===== src/rtl/core/ffa_pkg.sv =====
`default_nettype none
package ffa_pkg;

  // Default sizing of the pool and segment headers
  localparam int DEF_POOL_BYTES   = 65536;
  localparam int DEF_HEADER_BYTES = 8;

  // Fixed field widths
  localparam int POOL_FIELD_W = 17;
  localparam int CFG_AW       = 3;
  localparam int CFG_DW       = 32;
  // Rounded request plus header always fits here (header at most 16 bytes)
  localparam int TOT_W        = 17;

  // Generic RAM defaults
  localparam int DEF_RAM_WIDTH = 15;
  localparam int DEF_RAM_DEPTH = 8192;

  // Register indexes
  localparam logic REG_POOL = 1'b0;
  localparam logic REG_BASE = 1'b1;

  typedef enum logic {
    CMD_ALLOC = 1'b0,
    CMD_FREE  = 1'b1
  } cmd_t;

  typedef enum logic [1:0] {
    ST_OK      = 2'd0,
    ST_NULL    = 2'd1,
    ST_FREED   = 2'd2,
    ST_FOREIGN = 2'd3
  } status_t;

  typedef enum logic [2:0] {
    S_INIT,
    S_IDLE,
    S_WALK,
    S_SPLIT,
    S_FOL,
    S_DONE
  } state_t;

  typedef struct packed {
    cmd_t        command;
    logic [15:0] request_bytes;
    logic [31:0] address;
  } in_req_t;

  typedef struct packed {
    status_t     status;
    logic [31:0] payload_address;
  } out_rsp_t;

endpackage
`default_nettype wire


===== src/rtl/core/ffa_cfg.sv =====
`default_nettype none
module ffa_cfg #(
  parameter int POOL_BYTES   = ffa_pkg::DEF_POOL_BYTES,
  parameter int HEADER_BYTES = ffa_pkg::DEF_HEADER_BYTES,
  localparam int GRAN_LG = (HEADER_BYTES % 8 == 0) ? 3 :
                           (HEADER_BYTES % 4 == 0) ? 2 :
                           (HEADER_BYTES % 2 == 0) ? 1 : 0,
  localparam int DEPTH   = POOL_BYTES >> GRAN_LG,
  localparam int GW      = $clog2(DEPTH + 1)
) (
  input  wire logic                        clk,
  input  wire logic                        rst_n,
  input  wire logic                        cfg_psel,
  input  wire logic                        cfg_penable,
  input  wire logic                        cfg_pwrite,
  input  wire logic [ffa_pkg::CFG_AW-1:0]  cfg_paddr,
  input  wire logic [ffa_pkg::CFG_DW-1:0]  cfg_pwdata,
  output logic      [ffa_pkg::CFG_DW-1:0]  cfg_prdata,
  output logic                             cfg_pready,
  output logic      [GW-1:0]               pool_gran,
  output logic      [31:0]                 base_address,
  output logic                             wr_pool,
  output logic      [GW-1:0]               new_gran
);
  import ffa_pkg::*;

  localparam int PW        = $clog2(POOL_BYTES + 1);
  localparam int MIN_POOL  = (HEADER_BYTES + 8 + 7) & ~7;
  localparam int RST_CLAMP = (65536 > POOL_BYTES) ? POOL_BYTES : 65536;
  localparam int RST_ALIGN = RST_CLAMP & ~7;
  localparam int RST_POOL  = (RST_ALIGN < MIN_POOL) ? MIN_POOL : RST_ALIGN;

  logic [PW-1:0] pool_bytes_r, pool_bytes_nxt;
  logic [31:0]   base_r, base_nxt;
  logic          wr_en;
  logic [31:0]   clamp;

  assign cfg_pready = 1'b1;
  assign wr_en      = cfg_psel && cfg_penable && cfg_pwrite && cfg_pready;

  // Clamp to the pool capacity, align down to 8, raise to the smallest pool
  always_comb begin
    clamp = {{(32 - POOL_FIELD_W){1'b0}}, cfg_pwdata[POOL_FIELD_W-1:0]};
    if (clamp > 32'(POOL_BYTES)) begin
      clamp = 32'(POOL_BYTES);
    end
    clamp = clamp & ~32'd7;
    if (clamp < 32'(MIN_POOL)) begin
      clamp = 32'(MIN_POOL);
    end
  end

  always_comb begin
    pool_bytes_nxt = pool_bytes_r;
    base_nxt       = base_r;
    wr_pool        = 1'b0;
    if (wr_en) begin
      if (cfg_paddr[2] == REG_POOL) begin
        pool_bytes_nxt = clamp[PW-1:0];
        wr_pool        = 1'b1;
      end else begin
        base_nxt = cfg_pwdata;
      end
    end
  end

  always_ff @(posedge clk) begin
    if (!rst_n) begin
      pool_bytes_r <= PW'(RST_POOL);
      base_r       <= '0;
    end else begin
      pool_bytes_r <= pool_bytes_nxt;
      base_r       <= base_nxt;
    end
  end

  // Register readback
  always_comb begin
    if (cfg_paddr[2] == REG_BASE) begin
      cfg_prdata = base_r;
    end else begin
      cfg_prdata = 32'(pool_bytes_r);
    end
  end

  assign pool_gran    = GW'(pool_bytes_r >> GRAN_LG);
  assign new_gran     = GW'(clamp >> GRAN_LG);
  assign base_address = base_r;

endmodule
`default_nettype wire


===== config.mk =====
export PLATFORM = sky130hd
export DESIGN_NAME = ffa_cfg
export DESIGN_NICKNAME = d
export VERILOG_FILES = /design/src/rtl/core/ffa_pkg.sv /design/src/rtl/core/ffa_cfg.sv
export SDC_FILE = /design/constraint.sdc
export NUM_CORES = 1
export LEC_CHECK = 0
export ABC_AREA = 1
export BUFFER_PORTS_ARGS = -buffer_cell sky130_fd_sc_hd__buf_2
export CAP_MARGIN = 25
export CORE_UTILIZATION = 43
export CTS_CLUSTER_DIAMETER = 120
export CTS_CLUSTER_SIZE = 40
export DETAILED_ROUTE_END_ITERATION = 10
export GPL_TIMING_DRIVEN = 1
export HOLD_SLACK_MARGIN = 0.12
export PLACE_DENSITY_LB_ADDON = 0.15
export SLEW_MARGIN = 20
export SYNTH_ARGS = -nofsm -noshare
export SYNTH_HDL_FRONTEND = slang
export SYNTH_SLANG_ARGS = --single-unit

===== constraint.sdc =====
create_clock -name clk -period 2.05 [get_ports clk]
set_clock_uncertainty 0.15 [all_clocks]
set_input_delay 0.615 -clock clk [delete_from_list [all_inputs] [get_ports clk]]
set_output_delay 0.615 -clock clk [all_outputs]
set_load 0.05 [all_outputs]

* After elaboration in Yosys (flattened, before gate mapping)
Cells that the tools add are included.
Cells by class: add/sub/neg operators 0, multipliers 0, div/mod/pow operators 0, magnitude comparators 2, eq/ne operators 0, shifts and indexed selects 0, muxes and demuxes 5, bitwise gates (word level) 1, reductions and logical operators 4
Operators by type and width (count):
- two-way mux 17 bit | 2
- two-way mux 32 bit | 1
- > comparator 17 bit (second input constant) | 1
- < comparator 17 x 5 -> 1 bit (second input constant) | 1
- AND reduction 2 bit | 2
- logical AND 1 bit | 2
- two-way mux 1 bit | 2
- NOT 1 bit | 1
Word-level totals: register bits 49, bits in latches 0, bits in writable memories 0, bits in read-only memories 0, input bits 40, logic and storage cells 14, memories 0

* Depth between registers and ports, before layout
depth in word-level cells 4, depth in mapped cells 10, gate-level depth less buffers 10

* Worst setup path after synthesis
Ideal clock, no wire load.
kind in2out, start point input port cfg_paddr[2] in the netlist's numbering, end point output port cfg_prdata[4] in the netlist's numbering, data arrival time 1878 ps, data required time 1285 ps, path slack -593 ps, cell stages on the path 2, buffers on the path 1, path through buf_4 > o21ai_0
On the way: longest elaborated chain between the ends 1
RTL lines:
- start: declaration | RTL line ffa_cfg.sv:16 | input wire logic [ffa_pkg::CFG_AW-1:0] cfg_paddr,
- two-way mux 32 bit | RTL line ffa_cfg.sv:79 | if (cfg_paddr[2] == REG_BASE) begin
- end: declaration | RTL line ffa_cfg.sv:18 | output logic [ffa_pkg::CFG_DW-1:0] cfg_prdata,
No other way between the ends.

* Worst setup path in the final report
start point input port cfg_pwdata[12] in the netlist's numbering, end point output port new_gran[1]
On the way: longest elaborated chain between the ends 4
RTL lines:
- start: declaration | RTL line ffa_cfg.sv:17 | input wire logic [ffa_pkg::CFG_DW-1:0] cfg_pwdata,
- > comparator 17 bit | RTL line ffa_cfg.sv:44 | if (clamp > 32'(POOL_BYTES)) begin
- two-way mux 17 bit (*) | RTL line ffa_cfg.sv:44
- < comparator 17 x 5 -> 1 bit | RTL line ffa_cfg.sv:48 | if (clamp < 32'(MIN_POOL)) begin
- two-way mux 17 bit (*) | RTL line ffa_cfg.sv:48
- end: declaration | RTL line ffa_cfg.sv:23 | output logic [GW-1:0] new_gran
Every way passes the cells marked *; elsewhere a longest branch is shown, timed or not.

==> flow_summary.yaml <==
status:
  status: "finished with violations"
  violations: "setup timing"
yosys:
  netlist_top_cells_area: "dfxtp_1 43%, nand2_1 13%, nor2_1 13%"
  synth.ff_latch_count: 46
  synth-edff-count: 0
  synth_fp_nets: 368
  avgSynthCellArea_sq_um: 6.58
  yosysTopAreaCell: "dfxtp_1"
  ys.flop_type: "dfxtp_1"
  syn_area_sq_mm: 0.00216
  synthTopCellsByCount: "76 x nand2_1, 73 x nor2_1, 46 x dfxtp_1, 44 x o21ai_0, 34 x inv_1"
  synth.top_cell.area_share_pct: 42.7
  async_flop_share_pct: 0
  yosysSeqAreaShare_pct: 42.7
  yosys.cell_types.count: 25
  postSynthCellCount: 328
  synth_warnings: 0
  synth.most_common_cell: "nand2_1"
global_routing:
  use_met3_pct: 4.14
  overflow: 0
  grtUsageTotal_pct: 26.5
  grt_pass1_wl_um: 10800
  grt_use_met2_pct: 45.2
  use_met1_pct: 34.1
  top_usage_layer: "met2"
  grt_max_degree: 30
  grt_pass1_vias: 2296
  antenna_found_initial: 0
floorplan:
  die_area_sq_mm: 0.00530
  initial_core_util_pct: 45.1
  ios: 134
  row_count: 25
  fp.dieH_um: 72.8
  die_w_um: 72.8
  coreArea_sq_mm: 0.00479
clock_tree:
  cts_root_buffer: "clkbuf_8"
  clk_pin_slew_ns: 0.08
  clockBufferDepth: 2
  cts_sinks: 46
  clock_latency_ns: 0.29
  numCtsBuffers: 5
  ctsHoldBuffers: 0
  tritoncts: "built"
  htree_levels: 2
routing:
  drcViolationCount: 0
  vias_per_cell: 4.67
  wl_per_cell_um: 12.8
  routed_wl_um: 7050
  vias: 2569
  drt_iter0_drc: 97
  drtAntennaViolNets: 0
  first_pass_iters: 4
layout:
  drive_gt1_share_pct: 55.5
  fin_area_sq_mm: 0.00389
  layout.nets: 524
  syn_to_final_growth_pct: 80.5
  diodes: 0
timing:
  fin_ws_ns: -0.410
  rsz0062_at_grt: "true"
  finalSetupViolCount: 13
  hold_viol_final: 0
  slew_headroom_pct: 64.0
  fin_crit_sh_pct: 120
  finalCriticalPeriod_ns: 2.46
  setup_tns_ns: -4.88
  tightest_slew_ns: 0.539
  fin_worst_hold_slack_ns: 0.386
  fmax_mhz: 407
  slew_viol_final: 0
power:
  power.density_mw_per_mm2: 551
  p_leak_nw: 1.89
  ir_drop_uv: 352
critical_path:
  reg2reg_depth: 2
  required_ns: 1.28
  arrival_ns: 1.69
  critPathLaunchType: "primary input"
  crit_type: "in -> out"
  path_max_fanout: 7
  cp-end-kind: "output port"
worst_hold_path:
  hold_class: "reg -> reg"
  whs_path_depth: 2
placement:
  gp_congestion: 0.886
  port_buffers: 130
  dp_hpwl_um: 4780
  place_area_sq_mm: 0.00345
flow_run:
  cap_violations: 0
==> registers in the layout, indices dropped and copies added, names as in the netlist <==
register,flops
base_address,32
pool_bytes_r,14
==> path summary, 6_finish.rpt <==
kind,startpoint,endpoint,slack [ns]
max,cfg_pwdata[12],new_gran[1],-0.41
min,base_address[2],base_address[2],0.39
max reg2reg,pool_bytes_r[7],pool_bytes_r[7],1.19
min reg2reg,base_address[2],base_address[2],0.39
==> cell families after synthesis <==
kind of cell	Yosys count	share of synthesized area (%)
and+or+nand+nor	162	30.6
DFF	46	42.7
AOI/OAI and AO/OA	61	14.6
other	1	0.174
buffers and inverters	58	12.0
==> critical path, stage by stage <==
cell	delay, ns
buf_6	0.10
nor2_4	0.11
nand2_1	0.07
nor2_1	0.10
nand2_1	0.09
nand2_4	0.13
o31ai_4	0.09
nand2_2	0.09
buf_6	0.11
nand2_4	0.04
buf_8	0.14
==> layout by cell type, fill, tap and decap left out, types with 9 or more instances in the layout <==
cell and n:
nand2_1 36, o21ai_0 43, buf_4 52, clkinvlp_4 28, nand2_2 25, buf_2 79
buf_8 9, dfxtp_1 46, nor2_1 65, buf_6 20, a21oi_1 12, nor2_4 9
nand2_4 19
==> stage by stage <==
step | cells | setup slack [ns] | utilization, % | power [mW]
after floorplan | 328 | -0.160 | - | 1.36
after global placement | 541 | -0.476 | 72.0 | 1.54
after detailed placement | 541 | -0.537 | 72.0 | 1.55
after CTS | 550 | -0.407 | 80.8 | 2.15
after global routing | 550 | -0.487 | 81.4 | 2.22
final | 550 | -0.410 | 81.4 | 2.15
==> repair_timing <==
item / in CTS / in global routing
resized for setup: 91 / 9
pin swaps: 9 / 1
setup buffers: 2 / 0
cloned: 1 / 0
endpoints found under the setup margin: 46 / 21
==> report_power, final <==
part	internal (mW)	switching, mW	total, mW
clock	0.260	0.279	0.540
sequential	0.924	0.0251	0.949
combinational	0.228	0.429	0.657
total	1.41	0.733	2.15
==> area by class of cell <==
| class | instances | area, sq um |
|---|---|---|
| clock buffers | 6 | 82.6 |
| fillers | 321 | 892 |
| inverters | 37 | 249 |
| multi-input cells | 224 | 1250 |
| flip-flops and latches | 46 | 921 |
| well taps | 67 | 83.8 |
| repair buffers | 170 | 1300 |
==> per-layer routing <==
metal,up-vias,wire length [um]
li1,1315,-
met1,1159,3070
met2,84,3580
met3,11,304
met4,0,102
met5,-,0
No activity file was read; power rests on OpenSTA's default activity.
