File: src/rtl/core/ffa_pkg.sv
`default_nettype none
package ffa_pkg;

  // Default sizing of the pool and segment headers
  localparam int DEF_POOL_BYTES   = 65536;
  localparam int DEF_HEADER_BYTES = 8;

  // Fixed field widths
  localparam int POOL_FIELD_W = 17;
  localparam int CFG_AW       = 3;
  localparam int CFG_DW       = 32;
  // Rounded request plus header always fits here (header at most 16 bytes)
  localparam int TOT_W        = 17;

  // Generic RAM defaults
  localparam int DEF_RAM_WIDTH = 15;
  localparam int DEF_RAM_DEPTH = 8192;

  // Register indexes
  localparam logic REG_POOL = 1'b0;
  localparam logic REG_BASE = 1'b1;

  typedef enum logic {
    CMD_ALLOC = 1'b0,
    CMD_FREE  = 1'b1
  } cmd_t;

  typedef enum logic [1:0] {
    ST_OK      = 2'd0,
    ST_NULL    = 2'd1,
    ST_FREED   = 2'd2,
    ST_FOREIGN = 2'd3
  } status_t;

  typedef enum logic [2:0] {
    S_INIT,
    S_IDLE,
    S_WALK,
    S_SPLIT,
    S_FOL,
    S_DONE
  } state_t;

  typedef struct packed {
    cmd_t        command;
    logic [15:0] request_bytes;
    logic [31:0] address;
  } in_req_t;

  typedef struct packed {
    status_t     status;
    logic [31:0] payload_address;
  } out_rsp_t;

endpackage
`default_nettype wire

File: src/rtl/core/ffa_ctrl.sv
`default_nettype none
module ffa_ctrl #(
  parameter int POOL_BYTES   = ffa_pkg::DEF_POOL_BYTES,
  parameter int HEADER_BYTES = ffa_pkg::DEF_HEADER_BYTES,
  localparam int GRAN_LG = (HEADER_BYTES % 8 == 0) ? 3 :
                           (HEADER_BYTES % 4 == 0) ? 2 :
                           (HEADER_BYTES % 2 == 0) ? 1 : 0,
  localparam int DEPTH   = POOL_BYTES >> GRAN_LG,
  localparam int GW      = $clog2(DEPTH + 1),
  localparam int AW      = $clog2(DEPTH)
) (
  input  wire logic              clk,
  input  wire logic              rst_n,
  input  wire logic              in_valid,
  output logic                   in_stall,
  input  wire ffa_pkg::in_req_t  in_data,
  output logic                   out_valid,
  input  wire logic              out_stall,
  output ffa_pkg::out_rsp_t      out_data,
  input  wire logic [GW-1:0]     pool_gran,
  input  wire logic [31:0]       base_address,
  input  wire logic              wr_pool,
  input  wire logic [GW-1:0]     new_gran,
  output logic                   mem_we,
  output logic      [AW-1:0]     mem_waddr,
  output logic      [GW:0]       mem_wdata,
  output logic      [AW-1:0]     mem_raddr,
  input  wire logic [GW:0]       mem_rdata
);
  import ffa_pkg::*;

  localparam int MIN_SEG_G = (HEADER_BYTES + 8) >> GRAN_LG;
  localparam int CW        = ((GW > TOT_W) ? GW : TOT_W) + 1;

  state_t       state_r, state_nxt;
  cmd_t         cmd_r, cmd_nxt;
  logic [31:0]  addr_r, addr_nxt;
  logic [TOT_W-1:0] tot_r, tot_nxt;
  logic [GW-1:0] g_r, g_nxt;
  logic [GW-1:0] seg_size_r, seg_size_nxt;
  logic          prev_valid_r, prev_valid_nxt;
  logic [GW-1:0] prev_g_r, prev_g_nxt;
  logic [GW-1:0] prev_size_r, prev_size_nxt;
  logic          prev_used_r, prev_used_nxt;
  status_t       res_status_r, res_status_nxt;
  logic [31:0]   res_addr_r, res_addr_nxt;
  logic          out_valid_r, out_valid_nxt;
  out_rsp_t      out_data_r, out_data_nxt;

  logic          cur_used;
  logic [GW-1:0] cur_size;
  logic [GW-1:0] walk_nxt;
  logic [GW-1:0] fol_g;
  logic [GW-1:0] merged;
  logic [31:0]   cur_payload;
  logic [TOT_W-1:0] req_total;
  logic          fits;
  logic          split;

  // Header fields of the segment currently read
  assign cur_used    = mem_rdata[GW];
  assign cur_size    = mem_rdata[GW-1:0];
  assign walk_nxt    = g_r + cur_size;
  assign fol_g       = g_r + seg_size_r;
  assign cur_payload = base_address + (32'(g_r) << GRAN_LG) + 32'(HEADER_BYTES);

  // Request rounded up to 8 plus header, in bytes
  assign req_total = ((TOT_W'(in_data.request_bytes) + TOT_W'(7)) & ~TOT_W'(7))
                     + TOT_W'(HEADER_BYTES);

  assign fits  = !cur_used && (CW'(cur_size) >= CW'(tot_r));
  assign split = (CW'(cur_size) - CW'(tot_r)) > CW'(MIN_SEG_G);

  // Next state and datapath
  always_comb begin
    state_nxt      = state_r;
    cmd_nxt        = cmd_r;
    addr_nxt       = addr_r;
    tot_nxt        = tot_r;
    g_nxt          = g_r;
    seg_size_nxt   = seg_size_r;
    prev_valid_nxt = prev_valid_r;
    prev_g_nxt     = prev_g_r;
    prev_size_nxt  = prev_size_r;
    prev_used_nxt  = prev_used_r;
    res_status_nxt = res_status_r;
    res_addr_nxt   = res_addr_r;
    out_valid_nxt  = out_valid_r;
    out_data_nxt   = out_data_r;
    mem_we         = 1'b0;
    mem_waddr      = g_r[AW-1:0];
    mem_wdata      = '0;
    merged         = seg_size_r;

    // Walk reads the next header straight from the current size
    mem_raddr = (state_r == S_WALK) ? walk_nxt[AW-1:0] : '0;
    in_stall  = (state_r != S_IDLE);

    if (out_valid_r && !out_stall) begin
      out_valid_nxt = 1'b0;
    end

    case (state_r)
      S_INIT: begin
        mem_we    = 1'b1;
        mem_waddr = '0;
        mem_wdata = {1'b0, pool_gran};
        state_nxt = S_IDLE;
      end

      S_IDLE: begin
        if (in_valid) begin
          cmd_nxt        = in_data.command;
          addr_nxt       = in_data.address;
          tot_nxt        = TOT_W'(req_total >> GRAN_LG);
          g_nxt          = '0;
          prev_valid_nxt = 1'b0;
          res_addr_nxt   = '0;
          res_status_nxt = ST_OK;
          if (in_data.command == CMD_ALLOC && in_data.request_bytes == '0) begin
            res_status_nxt = ST_NULL;
            state_nxt      = S_DONE;
          end else if (in_data.command == CMD_FREE && in_data.address == '0) begin
            state_nxt = S_DONE;
          end else begin
            state_nxt = S_WALK;
          end
        end
      end

      S_WALK: begin
        if (g_r >= pool_gran) begin
          // End of pool reached without a hit
          res_status_nxt = (cmd_r == CMD_ALLOC) ? ST_NULL : ST_FOREIGN;
          state_nxt      = S_DONE;
        end else if (cmd_r == CMD_ALLOC && fits) begin
          mem_we         = 1'b1;
          mem_wdata      = {1'b1, split ? GW'(tot_r) : cur_size};
          res_status_nxt = ST_OK;
          res_addr_nxt   = cur_payload;
          if (split) begin
            g_nxt        = g_r + GW'(tot_r);
            seg_size_nxt = cur_size - GW'(tot_r);
            state_nxt    = S_SPLIT;
          end else begin
            state_nxt = S_DONE;
          end
        end else if (cmd_r == CMD_FREE && cur_payload == addr_r) begin
          if (!cur_used) begin
            res_status_nxt = ST_FREED;
            state_nxt      = S_DONE;
          end else begin
            // Follower header is being read this cycle
            seg_size_nxt = cur_size;
            state_nxt    = S_FOL;
          end
        end else begin
          prev_valid_nxt = 1'b1;
          prev_g_nxt     = g_r;
          prev_size_nxt  = cur_size;
          prev_used_nxt  = cur_used;
          g_nxt          = walk_nxt;
        end
      end

      S_SPLIT: begin
        // Header of the free remainder
        mem_we    = 1'b1;
        mem_wdata = {1'b0, seg_size_r};
        state_nxt = S_DONE;
      end

      S_FOL: begin
        // Merge with a free follower, then with a free predecessor
        if (fol_g < pool_gran && !cur_used) begin
          merged = seg_size_r + cur_size;
        end
        mem_we = 1'b1;
        if (prev_valid_r && !prev_used_r) begin
          mem_waddr = prev_g_r[AW-1:0];
          mem_wdata = {1'b0, prev_size_r + merged};
        end else begin
          mem_wdata = {1'b0, merged};
        end
        res_status_nxt = ST_OK;
        state_nxt      = S_DONE;
      end

      S_DONE: begin
        if (!out_valid_r || !out_stall) begin
          out_valid_nxt = 1'b1;
          out_data_nxt  = '{status: res_status_r, payload_address: res_addr_r};
          state_nxt     = S_IDLE;
        end
      end

      default: begin
        state_nxt = S_IDLE;
      end
    endcase

    // Pool size write starts over with one free segment
    if (wr_pool) begin
      mem_we    = 1'b1;
      mem_waddr = '0;
      mem_wdata = {1'b0, new_gran};
    end
  end

  always_ff @(posedge clk) begin
    if (!rst_n) begin
      state_r     <= S_INIT;
      out_valid_r <= 1'b0;
    end else begin
      state_r     <= state_nxt;
      out_valid_r <= out_valid_nxt;
    end
  end

  always_ff @(posedge clk) begin
    cmd_r        <= cmd_nxt;
    addr_r       <= addr_nxt;
    tot_r        <= tot_nxt;
    g_r          <= g_nxt;
    seg_size_r   <= seg_size_nxt;
    prev_valid_r <= prev_valid_nxt;
    prev_g_r     <= prev_g_nxt;
    prev_size_r  <= prev_size_nxt;
    prev_used_r  <= prev_used_nxt;
    res_status_r <= res_status_nxt;
    res_addr_r   <= res_addr_nxt;
    out_data_r   <= out_data_nxt;
  end

  assign out_valid = out_valid_r;
  assign out_data  = out_data_r;

endmodule
`default_nettype wire

File: config.mk
export PLATFORM = sky130hd
export DESIGN_NAME = ffa_ctrl
export DESIGN_NICKNAME = d
export VERILOG_FILES = /design/src/rtl/core/ffa_pkg.sv /design/src/rtl/core/ffa_ctrl.sv
export SDC_FILE = /design/constraint.sdc
export NUM_CORES = 1
export LEC_CHECK = 0
export BUFFER_PORTS_ARGS = -buffer_cell sky130_fd_sc_hd__buf_2
export CORE_MARGIN = 4
export CORE_UTILIZATION = 53
export DETAILED_ROUTE_END_ITERATION = 12
export HOLD_SLACK_MARGIN = 0.03
export PLACE_DENSITY = 0.82
export SLEW_MARGIN = 0
export SYNTH_ARGS = -nofsm -noshare
export SYNTH_HDL_FRONTEND = slang
export SYNTH_SLANG_ARGS = --single-unit
export TNS_END_PERCENT = 100
File: constraint.sdc
create_clock -name clk -period 7.4 [get_ports clk]
set_clock_uncertainty 0.2 [all_clocks]
set_input_delay 0.37 -clock clk [delete_from_list [all_inputs] [get_ports clk]]
set_output_delay 0.37 -clock clk [all_outputs]
set_load 0.02 [all_outputs]
======== After elaboration in Yosys (flattened, before gate mapping) ========
Cells that the tools add are included.
word-level totals
  latch bits .............................. 0
  bits in registers ....................... 176
  memories ................................ 0
  bits of input ports ..................... 129
  memory bits (writable) .................. 0
  bits in read-only memories .............. 0
  logic and storage cells ................. 140
  output and inout bits ................... 78
operators by class
  reduce and logical (&&, ||, !) cells .... 31
  $add $sub $neg .......................... 11
  magnitude comparators ................... 4
  muxes and demuxes ....................... 56
  equality and inequality tests ........... 18
  multipliers ............................. 0
  bitwise operators ....................... 5
  shift-type cells ........................ 0
  div/mod/pow operators ................... 0
operator list
  kind                                                  number
  2-to-1 mux 14 bit                                     13
  2-to-1 mux 32 bit                                     3
  adder 14 bit                                          5
  one-hot mux 32 bit (2 select lines)                   1
  one-hot mux 15 bit (4 select lines)                   1
  2-to-1 mux 15 bit                                     3
  2-to-1 mux 13 bit                                     3
  adder 32 x 17 -> 32 bit                               1
  adder 32 x 4 -> 32 bit (second input constant)        1
  equality test 32 bit                                  1
  zero test 32 bit                                      1
  greater-or-equal comparator 14 bit                    2
  one-hot mux 14 bit (2 select lines)                   1
  one-hot mux 13 bit (2 select lines)                   1
  2-to-1 mux 3 bit                                      8
  > comparator 18 x 2 -> 1 bit (second input constant)  1
  adder 16 x 3 -> 17 bit (second input constant)        1
  adder 17 x 4 -> 17 bit (second input constant)        1
  zero test 16 bit                                      1
  AND reduction 5 bit                                   3
  subtractor 14 x 14 -> 15 bit                          1
  < comparator 14 bit                                   1
  subtractor 14 bit                                     1
  2-to-1 mux 1 bit                                      12
  other kinds (25)                                      58

======== Logic depth before layout (Yosys ltp) ========
  depth after elaboration ................. 9
  mapped depth ............................ 32
  mapped depth without buffers ............ 31

======== Worst setup path after synthesis ========
Ideal clock, no wire load.
  path kind ............................... flip-flop to output port
  start point ............................. register g_r[0]
  end point ............................... output port mem_wdata[13]
  arrival time ............................ 6558 ps
  data required time ...................... 6830 ps
  cell stages (with the launch flop) ...... 32
  slack ................................... 272 ps
  cell sequence ........................... edfxtp_1 > ha_1 > fa_1 > a21o_1 > a21oi_1 > o21bai_1 > a21oi_1 > nor2b_1 > o21a_1 > nor3_1 > nor2_1 > o41ai_1 > xnor2_1 > ha_1 > a21o_1 > a211oi_1 > nand2_1 > a21oi_1 > clkbuf_1 > mux2i_1 > inv_1 > ha_1 > a211oi_1 > o211ai_1 > nand2_1 > o21bai_1 > o21ai_0 > nor4bb_1 > nor4_1 > xnor2_1 > o221ai_1 > nor2b_1
between the ends
  longest elaborated chain between the ends .. 9
RTL lines
  element                                  line             RTL
  start: declaration                       ffa_ctrl.sv:39   logic [GW-1:0] g_r, g_nxt;
  start signal: assignment                 ffa_ctrl.sv:224  g_r <= g_nxt;
  adder 14 bit                             ffa_ctrl.sv:64   assign fol_g = g_r + seg_size_r;
  < comparator 14 bit                      ffa_ctrl.sv:175  if (fol_g < pool_gran && !cur_used) begin
  logical AND 1 bit                        ffa_ctrl.sv:175
  2-to-1 mux 14 bit                        ffa_ctrl.sv:175
  2-to-1 mux 14 bit                        ffa_ctrl.sv:103  case (state_r)
  adder 14 bit                             ffa_ctrl.sv:181  mem_wdata = {1'b0, prev_size_r + merged};
  2-to-1 mux 14 bit                        ffa_ctrl.sv:179  if (prev_valid_r && !prev_used_r) begin
  one-hot mux 15 bit (4 select lines) (*)  ffa_ctrl.sv:103
  2-to-1 mux 15 bit (*)                    ffa_ctrl.sv:203  if (wr_pool) begin
  end: declaration                         ffa_ctrl.sv:26   output logic [GW:0] mem_wdata,
Mark *: on every way between the ends. The rest lies on a longest branch, timed or not. The select of a mux whose other input is x is not followed.

======== Final worst setup path ========
  start point ............................. register seg_size_r[1]
  end point ............................... output port mem_wdata[12]
between the ends
  longest elaborated chain between the ends .. 9
RTL lines
  element                                  line             RTL
  start: declaration                       ffa_ctrl.sv:40   logic [GW-1:0] seg_size_r, seg_size_nxt;
  start signal: assignment                 ffa_ctrl.sv:225  seg_size_r <= seg_size_nxt;
  adder 14 bit                             ffa_ctrl.sv:64
  < comparator 14 bit                      ffa_ctrl.sv:175
  logical AND 1 bit                        ffa_ctrl.sv:175
  2-to-1 mux 14 bit (*)                    ffa_ctrl.sv:175
  2-to-1 mux 14 bit (*)                    ffa_ctrl.sv:103
  adder 14 bit                             ffa_ctrl.sv:181
  2-to-1 mux 14 bit (*)                    ffa_ctrl.sv:179
  one-hot mux 15 bit (4 select lines) (*)  ffa_ctrl.sv:103
  2-to-1 mux 15 bit (*)                    ffa_ctrl.sv:203
Marks and branches as above.

==> run_results.csv <==
group,metric,value,unit
layout,final_cell_area,17000,um^2
yosys,async_flop_share,0,%
cts,cts.sinks,176,
sta,maxSlewViolCount,0,
yosys,ys_warn_count,0,
pwr,power.density,189,nW/um^2
yosys,ys_seq_elements,176,
yosys,postSynthNetCount,1759,
routing,drtAntennaViolNets,0,
yosys,ys.flop_type,"edfxtp_1",
global_route,grtUsageTotal,30.4,%
layout,fin_util,64.7,%
yosys,synthCells,1486,
setup_path,worstPathArrival,6.78,ns
hold_path,hold_class,"input pin to register",
yosys,synth_top_area_share,36.5,%
sta,rsz0062_at_grt,"true",
yosys,ys_top_cells_by_count,"edfxtp_1, nor2_1, ha_1",
sta,period_share,99.3,%
setup_path,r2r_cells,14,
layout,nets,2009,
outcome,status,"finished clean",
setup_path,end_kind,"output port",
layout,syn2layout_area_growth,19.7,%
placed_design,placed_area,15600,um^2
placed_design,port_buffers,206,
job,max_cap_violations,0,
global_route,grt_pass1_vias,12400,
sta,finalSetupViolCount,0,
cts,clk_latency,0.45,ns
layout,n_antenna_cell,0,
floorplanning,start_util,54.0,%
routing,wl_per_cell,22.3,um
hold_path,holdPathStages,2,
yosys,ys_types,86,
global_route,overflow,0,
pwr,p_leak,7.01,nW
global_route,antenna_found_initial,1,
routing,vias,13300,
layout,num-fill-cells,2088,
sta,fin_ws,0.0499,ns
setup_path,critPathLaunch,"seg_size_r[1]",
routing,drt_pass1_iterations,5,
sta,max_slew_margin,20.6,%
placed_design,pre_cts_slack,0.0349,ns
placed_design,hpwlAfterDp,34900,um
layout,layout-drive-gt1-share,20.4,%
floorplanning,fp.dieW,171,um
cts,clk_pin_slew,0.07,ns
sta,fin_crit,7.35,ns
placed_design,finalWeightedCongestion,0.996,
floorplanning,die_area,29400,um^2
setup_path,cpPeakStageDelay,0.50,ns
yosys,yosys.cell_count.top_type,"edfxtp_1",
yosys,synth_top_cell_by_area,"edfxtp_1",
cts,cts_buffers,17,
floorplanning,fp.dieH,171,um
yosys,yosysSeqAreaShare,37.0,%
cts,clock-root-buffer,"clkbuf_16",
cts,htree_levels,4,
sta,hold_viol_final,0,
setup_path,required,6.83,ns
routing,drc,0,
cts,cts_tree,"done",
floorplanning,core-area,26200,um^2
setup_path,cp_slowest_cell,"edfxtp_1",
floorplanning,ios,207,
routing,via_per_inst,6.36,
sta,worst-slew-pin-transition,1.19,ns
pwr,ir_drop,139,uV
setup_path,reg2reg_to,"res_status_r[1]",
sta,max_freq,136,MHz
setup_path,reg2reg_from,"g_r[6]",
global_route,grt_max_degree,50,
cts,clockBufferDepth,2,
floorplanning,rows,59,
yosys,synth_area,14200,um^2
setup_path,startpoint_type,"register",
pwr,total_power,3.20,mW
setup_path,crit_type,"register to output port",
routing,finalWirelength,46500,um
setup_path,crit_buf_inv,3,
yosys,synth_edf_count,172,
routing,drt_iter0_markers,1442,
setup_path,reg2reg_slack,1.72,ns
hold_path,worstHoldStart,"base_address[1]",
setup_path,crit_family,"compound AO/OA/AOI/OAI gates",
global_route,grt_pass1_wl,68700,um
hold_path,holdPathEnd,"res_addr_r[1]",
yosys,netlist_top_cells_area,"edfxtp_1, ha_1, xnor2_1",
yosys,avgSynthCellArea,9.53,um^2
setup_path,worstPathMaxFanout,6,
==> worst max-delay path by stage <==
stage | to | slack (ns) | cells after the start
floorplan | mem_wdata[13] | 0.27 | 31
global placement | mem_wdata[13] | 0.18 | 31
detailed placement | mem_wdata[13] | 0.03 | 31
CTS | mem_wdata[12] | 0.009 | 33
global route | mem_wdata[12] | -0.27 | 33
finish | mem_wdata[12] | 0.05 | 31
==> report_power, final <==
group / total, mW / switching [mW] / internal, mW / leakage [nW]
Clock: 0.949 / 0.458 / 0.490 / 0.301
Sequential: 1.19 / 0.0372 / 1.15 / 1.62
Combinational: 1.06 / 0.628 / 0.433 / 5.09
Total: 3.20 / 1.12 / 2.08 / 7.01
==> metrics by stage <==
stage | setup TNS [ns] | cells | hold slack, ns
floorplan | 0 | 1486 | 0.200
global placement | 0 | 2000 | 0.201
detailed placement | 0 | 2000 | 0.205
CTS | 0 | 2067 | 0.0371
global route | -0.677 | 2084 | 0.0446
finish | 0 | 2084 | 0.0502
==> per-layer routing <==
| layer | track usage, % | wire [um] | vias up |
|---|---|---|---|
| met2 | 48.1 | 20800 | 746 |
| met3 | 5.38 | 4930 | 142 |
| met5 | 0 | 13 | - |
| met1 | 41.8 | 18900 | 6258 |
| li1 | - | - | 6109 |
| met4 | 11.8 | 1900 | 2 |
==> what timing repair did <==
| action | CTS | global route |
|---|---|---|
| pin swaps | 0 | 22 |
| endpoints found under the hold margin | 36 | 0 |
| resized for setup | 11 | 38 |
| hold buffers | 34 | 0 |
| setup buffers | 1 | 16 |
| setup endpoints to repair | 4 | 8 |
| gates cloned | 0 | 1 |
==> cell families (layout without fill, tap and decap cells) <==
group                    count (synthesis)  after routing  share of synthesized area (%)
flip-flops                             176            176                           37.0
XOR/XNOR                               115            115                           7.50
multiplexers                            28             28                           2.12
AO/OA/AOI/OAI                          391            391                           18.5
buffers and inverters                  124            387                           3.34
adder cells (fa/ha/maj)                145            145                           13.2
AND/OR/NAND/NOR                        507            507                           18.4
==> registers in the layout, summed over array words and instances (netlist names) <==
register,flops
g_r,14
tot_r,14
state_r,3
cmd_r,1
res_addr_r,32
out_data,34
prev_g_r,13
addr_r,32
prev_used_r,1
res_status_r,2
prev_valid_r,1
seg_size_r,14
prev_size_r,14
out_valid,1
==> cell type report <==
type | count | area, um^2 | area share (%)
clock buffer | 18 | 429 | 2.53
timing repair buffer | 278 | 1700 | 10.0
inverter | 77 | 289 | 1.70
tap | 335 | 419 | 2.47
multi-input combinational | 1186 | 8690 | 51.2
clock inverter | 14 | 191 | 1.13
sequential | 176 | 5250 | 30.9
==> layout by cell type (no fill, tap or decap), drive strengths merged, types with 16 or more instances in the layout <==
master / Yosys / layout
nor2: 139 / 139
xnor2: 76 / 76
nand2: 101 / 101
nand3: 46 / 46
buf: 9 / 243
nand2b: 20 / 20
o21a: 16 / 16
xor2: 35 / 35
nor3: 40 / 40
nor2b: 19 / 19
a22oi: 26 / 26
ha: 137 / 137
clkbuf: 38 / 19
and2: 22 / 22
o21ai: 68 / 68
edfxtp: 172 / 172
a211oi: 22 / 22
a21o: 18 / 18
and3: 21 / 21
nand4: 22 / 22
a21oi: 120 / 120
inv: 77 / 83
dlygate4sd3: 0 / 34
Power figures use the tool's default switching activity.
